### config.mk
export PLATFORM = sky130hd
export DESIGN_NAME = analog_fader_to_midi_converter_unit
export DESIGN_NICKNAME = d
export VERILOG_FILES = /design/src/design/afmc_pkg.sv /design/src/design/afmc_event_calc.sv /design/src/design/analog_fader_to_midi_converter_unit.sv
export SDC_FILE = /design/constraint.sdc
export NUM_CORES = 1
export LEC_CHECK = 0
export BUFFER_PORTS_ARGS = -buffer_cell sky130_fd_sc_hd__buf_4
export CAP_MARGIN = 20
export CORE_ASPECT_RATIO = 1.2
export CORE_UTILIZATION = 35
export CTS_CLUSTER_DIAMETER = 100
export CTS_CLUSTER_SIZE = 40
export DETAILED_ROUTE_END_ITERATION = 12
export PLACE_DENSITY = 0.63
export SYNTH_ARGS = -nofsm -noshare
export SYNTH_HDL_FRONTEND = slang
export SYNTH_SLANG_ARGS = --single-unit
export TNS_END_PERCENT = 5
### constraint.sdc
create_clock -name aclk -period 22.4 [get_ports aclk]
set_input_delay 1.12 -clock aclk [delete_from_list [all_inputs] [get_ports aclk]]
set_output_delay 1.12 -clock aclk [all_outputs]
set_load 0.02 [all_outputs]
### src/design/afmc_pkg.sv
`timescale 1ns / 1ps
// Shared types, constants and lookup tables for the fader to MIDI converter.
// No dependencies; used by afmc_event_calc and the top level.
package afmc_pkg;

    localparam int CHANNELS_DEF = 4;
    localparam int HYST_LIMIT   = 8;
    localparam int EDGE_LOW     = 3;
    localparam int EDGE_HIGH    = 124;
    localparam int SECOND_START = 64;
    localparam int SECOND_SPAN  = 105;
    localparam int CC_BASE      = 16;
    localparam int NOTE_BASE    = 100;
    localparam int FULL_SCALE   = 1024;
    localparam int SEVEN_MAX    = 127;
    localparam int MAX_EVENTS   = 3;

    typedef enum logic [1:0] {
        KIND_CC       = 2'd0,
        KIND_NOTE_ON  = 2'd1,
        KIND_NOTE_OFF = 2'd2
    } evt_kind_t;

    typedef enum logic [1:0] {
        CFG_INVERT_MASK  = 2'd0,
        CFG_ROTATE       = 2'd1,
        CFG_DUAL_RANGE   = 2'd2,
        CFG_VELOCITY     = 2'd3
    } cfg_index_t;

    typedef struct packed {
        logic [3:0] invert_mask;
        logic       rotate_enable;
        logic       dual_range_mode;
        logic [6:0] note_velocity;
    } cfg_t;

    typedef struct packed {
        evt_kind_t  kind;
        logic [6:0] number;
        logic [6:0] value;
        logic       last;
    } event_t;

    typedef struct packed {
        event_t [MAX_EVENTS-1:0] events;
        logic [1:0]              count;
        logic                    store;
        logic [10:0]             sample;
        logic                    level_we;
        logic [6:0]              level;
    } calc_res_t;

    typedef logic [127:0][6:0] lut_t;

    // First controller: 3..124 maps onto 0..127.
    function automatic lut_t build_first_lut();
        lut_t t;
        int   i;
        t = '0;
        for (i = EDGE_LOW; i <= EDGE_HIGH; i++) begin
            t[i] = 7'(((i - EDGE_LOW) * SEVEN_MAX) / (EDGE_HIGH - EDGE_LOW));
        end
        return t;
    endfunction

    // Second controller: 64..124 maps onto 0..105.
    function automatic lut_t build_second_lut();
        lut_t t;
        int   i;
        t = '0;
        for (i = SECOND_START; i <= EDGE_HIGH; i++) begin
            t[i] = 7'(((i - SECOND_START) * SECOND_SPAN) / (EDGE_HIGH - SECOND_START));
        end
        return t;
    endfunction

    localparam lut_t FIRST_LUT  = build_first_lut();
    localparam lut_t SECOND_LUT = build_second_lut();

    // Reduce an 11-bit sample to 7 bits; only full-scale 1024 and above clamps.
    function automatic logic [6:0] to_seven(input logic [10:0] s);
        return s[10] ? 7'(SEVEN_MAX) : s[9:3];
    endfunction

endpackage

### src/design/afmc_event_calc.sv
`timescale 1ns / 1ps
// Single-pass event computation for one fader request: averaging, inversion,
// hysteresis, controller remapping and edge notes. Depends on afmc_pkg.
module afmc_event_calc (
    input  logic              ch_ok,
    input  logic [1:0]        channel,
    input  logic [9:0]        sample_a,
    input  logic [9:0]        sample_b,
    input  logic [9:0]        sample_c,
    input  logic [9:0]        sample_d,
    input  logic [10:0]       prev,
    input  logic [6:0]        level,
    input  afmc_pkg::cfg_t    cfg,
    output afmc_pkg::calc_res_t res
);

    logic [11:0] sum;
    logic [9:0]  avg;
    logic        invert;
    logic [10:0] s_raw;
    logic [10:0] diff;
    logic [10:0] s_new;
    logic [6:0]  v;
    logic [6:0]  p;
    logic        changed;
    logic        in_mid;
    logic        want_b;
    logic        upper;
    logic        note_lo_on;
    logic        note_lo_off;
    logic        note_hi_on;
    logic        note_hi_off;
    logic        want_note;
    logic [6:0]  cc_a;
    logic [6:0]  note_a;
    logic [6:0]  b_value;
    afmc_pkg::event_t ev_a;
    afmc_pkg::event_t ev_b;
    afmc_pkg::event_t ev_n;
    logic [1:0]  n_ab;

    always_comb begin
        sum    = 12'(sample_a) + 12'(sample_b) + 12'(sample_c) + 12'(sample_d);
        avg    = sum[11:2];
        invert = !cfg.rotate_enable && cfg.invert_mask[channel];
        s_raw  = invert ? (11'(afmc_pkg::FULL_SCALE) - {1'b0, avg}) : {1'b0, avg};
        diff   = (s_raw >= prev) ? (s_raw - prev) : (prev - s_raw);
        s_new  = (diff < 11'(afmc_pkg::HYST_LIMIT)) ? prev : s_raw;
        v      = afmc_pkg::to_seven(s_new);
        p      = afmc_pkg::to_seven(prev);
        changed = ch_ok && (v != p);

        in_mid = (v >= 7'(afmc_pkg::EDGE_LOW)) && (v <= 7'(afmc_pkg::EDGE_HIGH));
        upper  = v >= 7'(afmc_pkg::SECOND_START);
        want_b = in_mid && cfg.dual_range_mode && (upper || (level != 7'd0));
        b_value = upper ? afmc_pkg::SECOND_LUT[v] : 7'd0;

        // Only the first matching note rule fires.
        note_lo_on  = (v <= 7'(afmc_pkg::EDGE_LOW)) && (p > 7'(afmc_pkg::EDGE_LOW));
        note_lo_off = (v > 7'(afmc_pkg::EDGE_LOW)) && (p <= 7'(afmc_pkg::EDGE_LOW));
        note_hi_on  = (v >= 7'(afmc_pkg::EDGE_HIGH)) && (p < 7'(afmc_pkg::EDGE_HIGH));
        note_hi_off = (v < 7'(afmc_pkg::EDGE_HIGH)) && (p >= 7'(afmc_pkg::EDGE_HIGH));
        want_note   = cfg.dual_range_mode
                      && (note_lo_on || note_lo_off || note_hi_on || note_hi_off);

        cc_a   = 7'(afmc_pkg::CC_BASE) + {4'd0, channel, 1'b0};
        note_a = 7'(afmc_pkg::NOTE_BASE) + {4'd0, channel, 1'b0};

        ev_a.kind   = afmc_pkg::KIND_CC;
        ev_a.number = cc_a;
        ev_a.value  = afmc_pkg::FIRST_LUT[v];
        ev_a.last   = 1'b0;

        ev_b.kind   = afmc_pkg::KIND_CC;
        ev_b.number = cc_a + 7'd1;
        ev_b.value  = b_value;
        ev_b.last   = 1'b0;

        if (note_lo_on || note_lo_off) begin
            ev_n.number = note_a;
        end else begin
            ev_n.number = note_a + 7'd1;
        end
        // A jump from the low edge straight to the high edge reports the low note off.
        if (note_lo_on || (note_hi_on && !note_lo_off)) begin
            ev_n.kind  = afmc_pkg::KIND_NOTE_ON;
            ev_n.value = cfg.note_velocity;
        end else begin
            ev_n.kind  = afmc_pkg::KIND_NOTE_OFF;
            ev_n.value = 7'd0;
        end
        ev_n.last = 1'b0;

        // The second controller never appears without the first one.
        n_ab = {1'b0, in_mid} + {1'b0, want_b};

        res.events = '0;
        if (in_mid) begin
            res.events[0] = ev_a;
        end
        if (want_b) begin
            res.events[1] = ev_b;
        end
        if (want_note) begin
            res.events[n_ab] = ev_n;
        end
        res.count = changed ? (n_ab + {1'b0, want_note}) : 2'd0;
        if (res.count != 2'd0) begin
            res.events[res.count - 2'd1].last = 1'b1;
        end

        res.store    = changed;
        res.sample   = s_new;
        res.level_we = changed && want_b;
        res.level    = b_value;
    end

endmodule

### src/design/analog_fader_to_midi_converter_unit.sv
`timescale 1ns / 1ps
// Top level of the fader to MIDI converter: input register, state, event buffer.
// Depends on afmc_pkg and afmc_event_calc.

// A fader request (channel plus four 10-bit ADC reads) is registered, then
// processed combinationally into zero to three MIDI events that fill a
// three-entry event buffer driving the master port. Requests that produce at
// most one event can stream back to back while m_tready stays high; a request
// with n events holds the single output port until all n are taken, and the
// next one is processed in the cycle its predecessor's final event is taken.
// Hysteresis and the shared second-controller level depend on the previous
// request, which is why requests are processed strictly in order. After reset
// all stored samples and the second-controller level are zero, invert_mask and
// rotate_enable are 0, dual_range_mode is 1 and note_velocity is 127.
module analog_fader_to_midi_converter_unit #(
    parameter int CHANNELS = afmc_pkg::CHANNELS_DEF
) (
    input  logic        aclk,
    input  logic        aresetn,

    input  logic        s_tvalid,
    output logic        s_tready,
    // s_tdata from bit 0: channel[1:0], sample_a[9:0], sample_b[9:0],
    // sample_c[9:0], sample_d[9:0], zero pad[5:0]
    input  logic [47:0] s_tdata,

    output logic        m_tvalid,
    input  logic        m_tready,
    // m_tdata from bit 0: event_kind[1:0], event_number[6:0], event_value[6:0]
    output logic [15:0] m_tdata,
    output logic        m_tlast,

    input  logic        cfg_wr_en,
    input  logic [1:0]  cfg_addr,
    input  logic [6:0]  cfg_wdata
);

    localparam int IDX_W = (CHANNELS > 1) ? $clog2(CHANNELS) : 1;

    afmc_pkg::cfg_t      cfg_reg;
    logic                in_valid_reg;
    logic [41:0]         in_data_reg;
    logic [10:0]         prev_reg [CHANNELS];
    logic [6:0]          level_reg;
    afmc_pkg::event_t    evt_reg [afmc_pkg::MAX_EVENTS];
    logic [1:0]          cnt_reg;

    logic                fire;
    logic                take;
    logic [1:0]          in_channel;
    logic [2:0]          ch_ext;
    logic [IDX_W-1:0]    idx;
    logic                ch_ok;
    logic [10:0]         prev_sel;
    afmc_pkg::calc_res_t res;

    assign take     = m_tvalid && m_tready;
    assign fire     = in_valid_reg && ((cnt_reg == 2'd0) || ((cnt_reg == 2'd1) && m_tready));
    assign s_tready = !in_valid_reg || fire;

    assign m_tvalid = cnt_reg != 2'd0;
    assign m_tdata  = {evt_reg[0].value, evt_reg[0].number, evt_reg[0].kind};
    assign m_tlast  = evt_reg[0].last;

    assign in_channel = in_data_reg[1:0];
    assign ch_ext     = {1'b0, in_channel};
    assign idx        = ch_ext[IDX_W-1:0];
    assign ch_ok      = {2'b00, in_channel} < 4'(CHANNELS);
    assign prev_sel   = ch_ok ? prev_reg[idx] : 11'd0;

    afmc_event_calc u_calc (
        .ch_ok    (ch_ok),
        .channel  (in_channel),
        .sample_a (in_data_reg[11:2]),
        .sample_b (in_data_reg[21:12]),
        .sample_c (in_data_reg[31:22]),
        .sample_d (in_data_reg[41:32]),
        .prev     (prev_sel),
        .level    (level_reg),
        .cfg      (cfg_reg),
        .res      (res)
    );

    always_ff @(posedge aclk) begin
        if (!aresetn) begin
            cfg_reg.invert_mask     <= 4'd0;
            cfg_reg.rotate_enable   <= 1'b0;
            cfg_reg.dual_range_mode <= 1'b1;
            cfg_reg.note_velocity   <= 7'd127;
        end else if (cfg_wr_en) begin
            unique case (cfg_addr)
                afmc_pkg::CFG_INVERT_MASK: cfg_reg.invert_mask     <= cfg_wdata[3:0];
                afmc_pkg::CFG_ROTATE:      cfg_reg.rotate_enable   <= cfg_wdata[0];
                afmc_pkg::CFG_DUAL_RANGE:  cfg_reg.dual_range_mode <= cfg_wdata[0];
                afmc_pkg::CFG_VELOCITY:    cfg_reg.note_velocity   <= cfg_wdata;
                default: ;
            endcase
        end
    end

    always_ff @(posedge aclk) begin
        if (!aresetn) begin
            in_valid_reg <= 1'b0;
        end else if (s_tready) begin
            in_valid_reg <= s_tvalid;
        end
    end

    always_ff @(posedge aclk) begin
        if (s_tvalid && s_tready) begin
            in_data_reg <= s_tdata[41:0];
        end
    end

    always_ff @(posedge aclk) begin
        if (!aresetn) begin
            for (int i = 0; i < CHANNELS; i++) begin
                prev_reg[i] <= 11'd0;
            end
            level_reg <= 7'd0;
        end else if (fire) begin
            if (res.store) begin
                prev_reg[idx] <= res.sample;
            end
            if (res.level_we) begin
                level_reg <= res.level;
            end
        end
    end

    // The buffer is loaded only when empty or when its last entry leaves now.
    always_ff @(posedge aclk) begin
        if (!aresetn) begin
            cnt_reg <= 2'd0;
        end else if (fire) begin
            cnt_reg <= res.count;
        end else if (take) begin
            cnt_reg <= cnt_reg - 2'd1;
        end
    end

    always_ff @(posedge aclk) begin
        if (fire) begin
            for (int i = 0; i < afmc_pkg::MAX_EVENTS; i++) begin
                evt_reg[i] <= res.events[i];
            end
        end else if (take) begin
            for (int i = 0; i < afmc_pkg::MAX_EVENTS - 1; i++) begin
                evt_reg[i] <= evt_reg[i+1];
            end
        end
    end

`ifndef ASSERT_OFF
    a_cnt_range: assert property (@(posedge aclk) disable iff (!aresetn)
        cnt_reg <= 2'd3)
        else $error("event buffer count out of range");

    a_last_on_final: assert property (@(posedge aclk) disable iff (!aresetn)
        (cnt_reg == 2'd1) |-> evt_reg[0].last)
        else $error("final buffered event is not marked last");

    a_no_early_last: assert property (@(posedge aclk) disable iff (!aresetn)
        (cnt_reg > 2'd1) |-> !evt_reg[0].last)
        else $error("last marker before the final event of a request");

    a_level_range: assert property (@(posedge aclk) disable iff (!aresetn)
        level_reg <= 7'(afmc_pkg::SECOND_SPAN))
        else $error("second controller level above its span");

    a_fire_fills: assert property (@(posedge aclk) disable iff (!aresetn)
        (fire && (res.count != 2'd0)) |=> m_tvalid)
        else $error("events computed but not presented");
`endif

endmodule
==> impl_metrics.csv, run 1 <==
group,metric,value,unit
cells_and_area,antennaDiodeCount,0,
cts,number_of_buffers_created_by_cts,17,
yosys,number_of_storage_elements_in_the_synthesis_netlist,158,
floorplanning,initial_utilization,35.55,%
yosys,top_ff_cell_synth,"sky130_fd_sc_hd__edfxtp_1",
yosys,yosys_warnings,0,
yosys,synth_async_sr_flop_share,0,%
routing,detail_route.drc_violations,0,
cts,clkSlewWorstSetupHoldPaths,70,ps
sta,timing.fmax,84.88,MHz
routing,drt-pass1-iter-count,5,
cts,cts_max_level,4,
placed_design,routabilityCongestion,0.9143,
grt,grt_overflow_total,0,
floorplanning,die_w,164.9,um
sta,slew-limit-headroom,35.33,%
routing,antenna_violating_nets_post_route,0,
sta,worst_margin_pin_slew,943.0,ps
floorplanning,design.core.area,31360,sq um
floorplanning,row_count,71,
cells_and_area,flip_flop_count_of_the_largest_register_all_copies_and_words_added,47,
routing,avgViaCountPerCell,5.638,
cts,clock_net_sink_count,158,
setup_path,timing.critical_path.fanout_max,27,
grt,antenna_found_initial,0,
worst_hold_path,timing.hold.worst_endpoint,"level_reg[4]",
grt,number_of_global_route_vias_before_repair,8620,
yosys,netlist_area_pre_place,11150,sq um
worst_hold_path,timing.hold.worst.start,"level_reg[4]",
setup_path,sort_of_element_at_the_start_of_the_critical_path,"register",
sta,rsz0062_at_grt,"false",
yosys,yosysSeqAreaShare,40.31,%
cells_and_area,n_fill_cell,3054,
setup_path,critPathMostFrequentCell,"sky130_fd_sc_hd__inv_1",
yosys,synth.distinct_cells,89,
setup_path,worst_r2r_path_depth,46,
job,max-cap-violations,0,
routing,vias,9049,
setup_path,critical_path.max_stage_delay,580,ps
routing,wl_per_cell,18.38,um
grt,grt_start_max_net_pins,45,
routing,drt-initial-drc-count,809,
grt,use_met3,2.792,%
setup_path,cp.arrival,11970,ps
placed_design,place_hpwl,22.20,mm
floorplanning,io_pins,81,
setup_path,worst_ep_required_time,22590,ps
cells_and_area,share_of_layout_cells_above_drive_strength_1,15.20,%
sta,fin_skew,12.57,ps
worst_hold_path,min-delay-path-class,"reg2reg",
setup_path,r2r_slack,10620,ps
cts,holdBufCountCts,0,
grt,global_route.usage.met1,22.11,%
cts,root_driver,"sky130_fd_sc_hd__clkbuf_16",
sta,final_hold_viol_count,0,
placed_design,port_buffers,74,
sta,finalCritPeriodShare,52.59,%
cts,cts-root-to-sink-buffers,2,
yosys,synth.net_count,1291,
floorplanning,floorplan.die_area,32570,sq um
cts,ctsResizeCount,0,
sta,slew_violations,0,
grt,globalRouteMet2Util,31.92,%
sta,finalWorstPathRequiredPeriod,11780,ps
yosys,postSynthAreaPerCell,9.635,sq um
cts,cts.repair_timing.setup_buffer_count,0,
yosys,syn_inst,1157,
yosys,synth_edf_count,133,
cts,insertion_delay,430,ps
setup_path,critical_path.reg2reg.endpoint,"evt_reg[0][24]",
routing,wl,29.49,mm
setup_path,worstSetupEndpointType,"register",
sta,fin_tns_setup,0,ps
grt,globalRouteTotalUtil,18.48,%
worst_hold_path,hold_path_depth,1,
setup_path,crit-reg2reg-launch,"in_data_reg[12]",
grt,global_route.peak_usage_layer,"met2",
cts,clock_tree_from_tritoncts,"yes",
cells_and_area,syn2layout_area_growth,12.08,%
grt,wire_length_of_the_first_global_routing_pass,46.17,mm
floorplanning,die-height,197.5,um
setup_path,cp_slowest_cell,"sky130_fd_sc_hd__a211oi_1",
outcome,status,"finished clean",
cells_and_area,nets,1325,
sta,setup_viol,0,
setup_path,setup.worst_path.class,"reg2reg",
-- critical path: cells and delay by family (launching register included) --
family                   cells  cell delay, ps
multiplexers                 1             500
AO/OA/AOI/OAI               21            4730
XOR/XNOR                     3            1000
AND/OR/NAND/NOR              6            1250
buffers and inverters        8            1200
adder cells (fa/ha/maj)      7            2540
flip-flops                   1             340
-- cell families after synthesis --
kind of cell,Yosys count,synth area share [%]
adders and majority gates,72,8.889
DFF,158,40.31
and+or+nand+nor,378,16.57
buffers and inverters,158,6.274
AOI/OAI and AO/OA,314,19.50
xor gates and xnor gates,30,2.727
muxes,47,5.735
-- per-stage QoR --
stage / util, % / hold WS [ps] / setup WS [ps] / cell area [sq um] / cells
6_report: 39.84 / 503.5 / 10620 / 12490 / 1605
5_1_grt: 39.84 / 531.8 / 9738 / 12490 / 1605
4_1_cts: 39.84 / 506.1 / 10720 / 12490 / 1605
3_5_place_dp: 38.05 / 491.1 / 10770 / 11930 / 1573
3_3_place_gp: 38.05 / 480.6 / 10760 / 11930 / 1573
2_1_floorplan: - / 464.1 / 12830 / 11150 / 1157
-- per-layer routing --
metal	share of wire, %	wire, um	up-vias
li1	-	-	4303
met1	41	12070	4335
met2	50	14840	349
met3	4.9	1445	62
met4	3.8	1135	0
met5	0	0	-
-- placed cells by master, fill, tap and decap left out, types with 6 or more instances in the layout --
cell	Yosys	routed
sky130_fd_sc_hd__o21bai_1	6	6
sky130_fd_sc_hd__nor2_1	123	123
sky130_fd_sc_hd__a31oi_1	16	16
sky130_fd_sc_hd__inv_1	84	84
sky130_fd_sc_hd__nand2_1	85	85
sky130_fd_sc_hd__a22oi_1	8	8
sky130_fd_sc_hd__o21a_1	8	8
sky130_fd_sc_hd__xnor2_1	18	18
sky130_fd_sc_hd__fa_1	12	12
sky130_fd_sc_hd__edfxtp_1	133	133
sky130_fd_sc_hd__a21oi_1	63	63
sky130_fd_sc_hd__nor3_1	22	22
sky130_fd_sc_hd__and2_1	20	19
sky130_fd_sc_hd__nand4_1	6	6
sky130_fd_sc_hd__mux4_2	12	12
sky130_fd_sc_hd__clkbuf_16	0	17
sky130_fd_sc_hd__nand2b_1	13	13
sky130_fd_sc_hd__mux2_2	12	12
sky130_fd_sc_hd__o31ai_1	7	7
sky130_fd_sc_hd__or3_1	9	9
sky130_fd_sc_hd__dfxtp_1	25	25
sky130_fd_sc_hd__ha_1	60	60
sky130_fd_sc_hd__a211oi_1	16	16
sky130_fd_sc_hd__a21o_1	21	21
sky130_fd_sc_hd__a221oi_1	8	8
sky130_fd_sc_hd__o21ai_0	63	63
sky130_fd_sc_hd__o22ai_1	8	8
sky130_fd_sc_hd__or2_2	6	6
sky130_fd_sc_hd__o21ai_1	6	6
sky130_fd_sc_hd__nand3_1	29	29
sky130_fd_sc_hd__and3_1	16	16
sky130_fd_sc_hd__o211ai_1	9	9
sky130_fd_sc_hd__buf_4	17	87
sky130_fd_sc_hd__nor4_1	10	10
sky130_fd_sc_hd__nor2b_1	17	17
sky130_fd_sc_hd__mux2i_1	22	21
sky130_fd_sc_hd__xor2_1	8	8
-- Yosys cell counts, drive strengths merged (11+ instances only) --
master / n / area (sq um)
edfxtp: 133 / 3994
nor2: 123 / 461.7
inv: 86 / 322.8
nand2: 85 / 319.1
o21ai: 70 / 354.1
a21oi: 66 / 341.6
ha: 60 / 750.7
buf: 44 / 271.5
nand3: 29 / 145.1
clkbuf: 28 / 105.1
dfxtp: 25 / 500.5
nor3: 25 / 140.1
mux2i: 23 / 234.0
a211oi: 21 / 182.7
a21o: 21 / 157.7
xnor2: 21 / 206.5
and2: 20 / 125.1
nor2b: 17 / 106.4
a31oi: 16 / 100.1
and3: 16 / 100.1
nand2b: 13 / 81.33
fa: 12 / 240.2
mux2: 12 / 135.1
mux4: 12 / 270.3
nor4: 11 / 83.83
-- how the worst max path moves through the flow --
stage,start,to,slack [ps],depth (start not counted)
final,in_data_reg[12],evt_reg[0][24],10620,46
after floorplan,in_data_reg[3],evt_reg[0][18],12830,47
after CTS,in_data_reg[3],evt_reg[0][24],10720,44
after global routing,in_data_reg[3],evt_reg[0][24],9740,44
after detailed placement,in_data_reg[12],evt_reg[0][24],10770,46
after global placement,in_data_reg[2],evt_reg[0][20],10760,46
-- layout make-up --
class / instances / area [sq um] / area share, %
multi-input combinational: 841 / 5959 / 47.70
sequential: 158 / 4494 / 35.97
timing repair buffer: 87 / 653.1 / 5.227
tap: 401 / 501.7 / 4.016
clock buffer: 18 / 429.2 / 3.435
inverter: 86 / 322.8 / 2.584
clock inverter: 14 / 133.9 / 1.071
Power of run 1 is not shown: default switching activity piles up to over one toggle a cycle in this logic, so the estimate is an artifact.
==> run 2, diff against run 1 <==
--- a/config.mk
+++ b/config.mk
@@ -5,6 +5,7 @@
 export SDC_FILE = /design/constraint.sdc
 export NUM_CORES = 1
 export LEC_CHECK = 0
+export ABC_AREA = 1
 export BUFFER_PORTS_ARGS = -buffer_cell sky130_fd_sc_hd__buf_4
 export CAP_MARGIN = 20
 export CORE_ASPECT_RATIO = 1.2
==> constraint.sdc (replaced) <==
create_clock -name aclk -period 12.3 [get_ports aclk]
set_input_delay 0.615 -clock aclk [delete_from_list [all_inputs] [get_ports aclk]]
set_output_delay 0.615 -clock aclk [all_outputs]
set_load 0.02 [all_outputs]
==> run 2 against run 1 <==
  * Via count grew 4.8%
  * Clock skew shrank 3.0 ps
  * Critical path depth grew 7
  * Critical endpoint is now evt_reg[0][0]
  * Die area is essentially flat
  * Synthesized cell count grew 25%
  * Final cell count grew 20%
  * Highest routed layer unchanged
==> impl_metrics.csv, run 2 <==
group,metric,value,unit
outcome,status,"finished clean",
setup_path,worst_r2r_path_depth,53,
yosys,synth_top_area_share,35.83,%
sta,postLayoutSetupSlackWorst,3116,ps
cts,clock_net_sink_count,158,
worst_hold_path,min-delay-path-class,"in2reg",
sta,worst_margin_pin_slew,833.3,ps
job,max-cap-violations,0,
sta,final_hold_viol_count,0,
setup_path,cp.arrival,9460,ps
routing,drt-initial-drc-count,740,
routing,avgViaCountPerCell,4.945,
sta,finalWorstPathRequiredPeriod,9184,ps
yosys,netlist_area_pre_place,11150,sq um
cts,cts_max_level,4,
setup_path,critical_path.max_stage_delay,570,ps
cts,root_driver,"sky130_fd_sc_hd__clkbuf_16",
setup_path,worst_ep_required_time,12570,ps
cells_and_area,layout_common_cells,"sky130_fd_sc_hd__nand2_1 (411), sky130_fd_sc_hd__inv_1 (203), sky130_fd_sc_hd__nor2_1 (146)",
placed_design,placement.setup.worst_slack,3275,ps
sta,finalCritPeriodShare,74.67,%
yosys,synth.largest_area_cell,"sky130_fd_sc_hd__edfxtp_1",
cts,clkSlewWorstSetupHoldPaths,60,ps
routing,wl_per_cell,14.38,um
sta,fin_skew,9.574,ps
setup_path,worstSetupEndpointType,"register",
sta,setup_viol,0,
yosys,synth.top_cells.by_area,"sky130_fd_sc_hd__edfxtp_1 (36%), sky130_fd_sc_hd__nand2_1 (14%), sky130_fd_sc_hd__inv_1 (6.9%), sky130_fd_sc_hd__ha_1 (6.7%), sky130_fd_sc_hd__nor2_1 (5.0%)",
setup_path,critPathMostFrequentCell,"sky130_fd_sc_hd__nand2_1",
cts,number_of_buffers_created_by_cts,17,
sta,timing.fmax,108.9,MHz
sta,slew-limit-headroom,44.37,%
cts,holdBufCountCts,0,
floorplanning,die_w,164.9,um
cts,cts.repair_timing.setup_buffer_count,0,
routing,wl,27.58,mm
yosys,synth.distinct_cells,45,
yosys,yosysSeqAreaShare,40.32,%
routing,vias,9484,
cts,clock_tree_from_tritoncts,"yes",
yosys,yosysMostFrequentCell,"sky130_fd_sc_hd__nand2_1",
floorplanning,floorplan.die_area,32570,sq um
yosys,synth.net_count,1585,
sta,slew_violations,0,
cts,ctsResizeCount,0,
grt,globalRouteTotalUtil,17.74,%
grt,grt_overflow_total,0,
yosys,top_ff_cell_synth,"sky130_fd_sc_hd__edfxtp_1",
yosys,postSynthAreaPerCell,7.682,sq um
cells_and_area,mostFrequentLayoutCell,"sky130_fd_sc_hd__nand2_1",
grt,wire_length_of_the_first_global_routing_pass,45.71,mm
setup_path,timing.critical_path.fanout_max,26,
yosys,yosys-top-cells-count,"sky130_fd_sc_hd__nand2_1 (411), sky130_fd_sc_hd__inv_1 (204), sky130_fd_sc_hd__nor2_1 (147)",
floorplanning,initial_utilization,35.55,%
worst_hold_path,hold_path_depth,1,
placed_design,place_hpwl,20.70,mm
cells_and_area,flip_flop_count_of_the_largest_register_all_copies_and_words_added,47,
setup_path,sort_of_element_at_the_start_of_the_critical_path,"register",
cts,cts-root-to-sink-buffers,2,
cells_and_area,syn2layout_area_growth,12.35,%
placed_design,port_buffers,74,
yosys,synth_async_sr_flop_share,0,%
grt,number_of_global_route_vias_before_repair,9173,
routing,antenna_violating_nets_post_route,0,
floorplanning,io_pins,81,
cells_and_area,nets,1638,
grt,grt_start_max_net_pins,47,
routing,detail_route.drc_violations,0,
cells_and_area,antennaDiodeCount,0,
yosys,syn_inst,1451,
placed_design,routabilityCongestion,0.9319,
routing,drt-pass1-iter-count,5,
setup_path,setup.worst_path.class,"reg2reg",
setup_path,cp_slowest_cell,"sky130_fd_sc_hd__fa_1",
sta,rsz0062_at_grt,"false",
floorplanning,die-height,197.5,um
grt,antenna_found_initial,0,
yosys,number_of_storage_elements_in_the_synthesis_netlist,158,
sta,fin_tns_setup,0,ps
cells_and_area,finish.utilization,39.94,%
cells_and_area,n_fill_cell,3219,
yosys,yosys_warnings,0,
cells_and_area,share_of_layout_cells_above_drive_strength_1,13.25,%
yosys,synth_edf_count,133,
floorplanning,design.core.area,31360,sq um
cts,insertion_delay,420,ps
floorplanning,row_count,71,
-- run 2: changes by cell type after synthesis, moves of 16 or more --
cell	delta
sky130_fd_sc_hd__nand2_1	+326
sky130_fd_sc_hd__inv_1	+120
sky130_fd_sc_hd__nand3_1	+76
sky130_fd_sc_hd__nor2_2	+25
sky130_fd_sc_hd__nor2_1	+24
sky130_fd_sc_hd__mux2i_1	-22
sky130_fd_sc_hd__inv_2	+21
sky130_fd_sc_hd__a21o_1	-20
sky130_fd_sc_hd__and2_1	-19
sky130_fd_sc_hd__buf_2	-19
sky130_fd_sc_hd__and3_1	-16
sky130_fd_sc_hd__nor2b_1	-16
sky130_fd_sc_hd__nor3_1	-16
-- run 2: routing by layer --
| layer | routed length (um) | share of wire [%] | up-vias | GRT usage (%) |
|---|---|---|---|---|
| li1 | - | - | 4780 | - |
| met1 | 12470 | 45 | 4447 | 22.81 |
| met2 | 13570 | 49 | 211 | 30.53 |
| met3 | 897 | 3.3 | 46 | 1.554 |
| met4 | 630 | 2.3 | 0 | 6.864 |
| met5 | 0 | 0 | - | 0 |
-- run 2: critical path: cells and delay by family (launching register included) --
kind | cells | cell delay [ps]
and+or+nand+nor | 27 | 3730
AOI/OAI and AO/OA | 8 | 1240
adders and majority gates | 6 | 2510
xor gates and xnor gates | 1 | 150
DFF | 1 | 370
buffers and inverters | 11 | 990
-- run 2: logic make-up after synthesis --
logic type | count (synthesis) | share of synthesized area (%)
buf+inv | 274 | 10.10
compound gates | 171 | 8.856
simple gates | 756 | 30.26
flops | 158 | 40.32
fa+ha+maj | 72 | 8.890
xor+xnor | 20 | 1.571
-- run 2: final timing paths --
check                       from               to  slack [ps]
hold reg to reg       cfg_reg[8]       cfg_reg[8]         470
setup reg to reg  in_data_reg[4]    evt_reg[0][0]        3120
hold / removal       s_tdata[22]  in_data_reg[22]         370
setup / recovery  in_data_reg[4]    evt_reg[0][0]        3120
-- run 2: final cells by class --
class / instances / area (sq um) / area share (%)
clock buffer: 18 / 429.2 / 3.427
inverter: 229 / 859.6 / 6.864
sequential: 158 / 4494 / 35.89
tap: 401 / 501.7 / 4.006
multi-input combinational: 1019 / 5529 / 44.15
clock inverter: 14 / 118.9 / 0.9491
timing repair buffer: 79 / 590.6 / 4.716
-- run 2: metrics by stage --
| stage | instances | hold WS (ps) | area (sq um) |
|---|---|---|---|
| 5_1_grt | 1918 | 358.0 | 12520 |
| 6_report | 1918 | 366.2 | 12520 |
| 3_3_place_gp | 1885 | 448.8 | 11970 |
| 3_5_place_dp | 1885 | 471.2 | 11970 |
| 2_1_floorplan | 1451 | 429.2 | 11150 |
| 4_1_cts | 1917 | 351.4 | 12520 |
Power of run 2 is left out for the same reason.
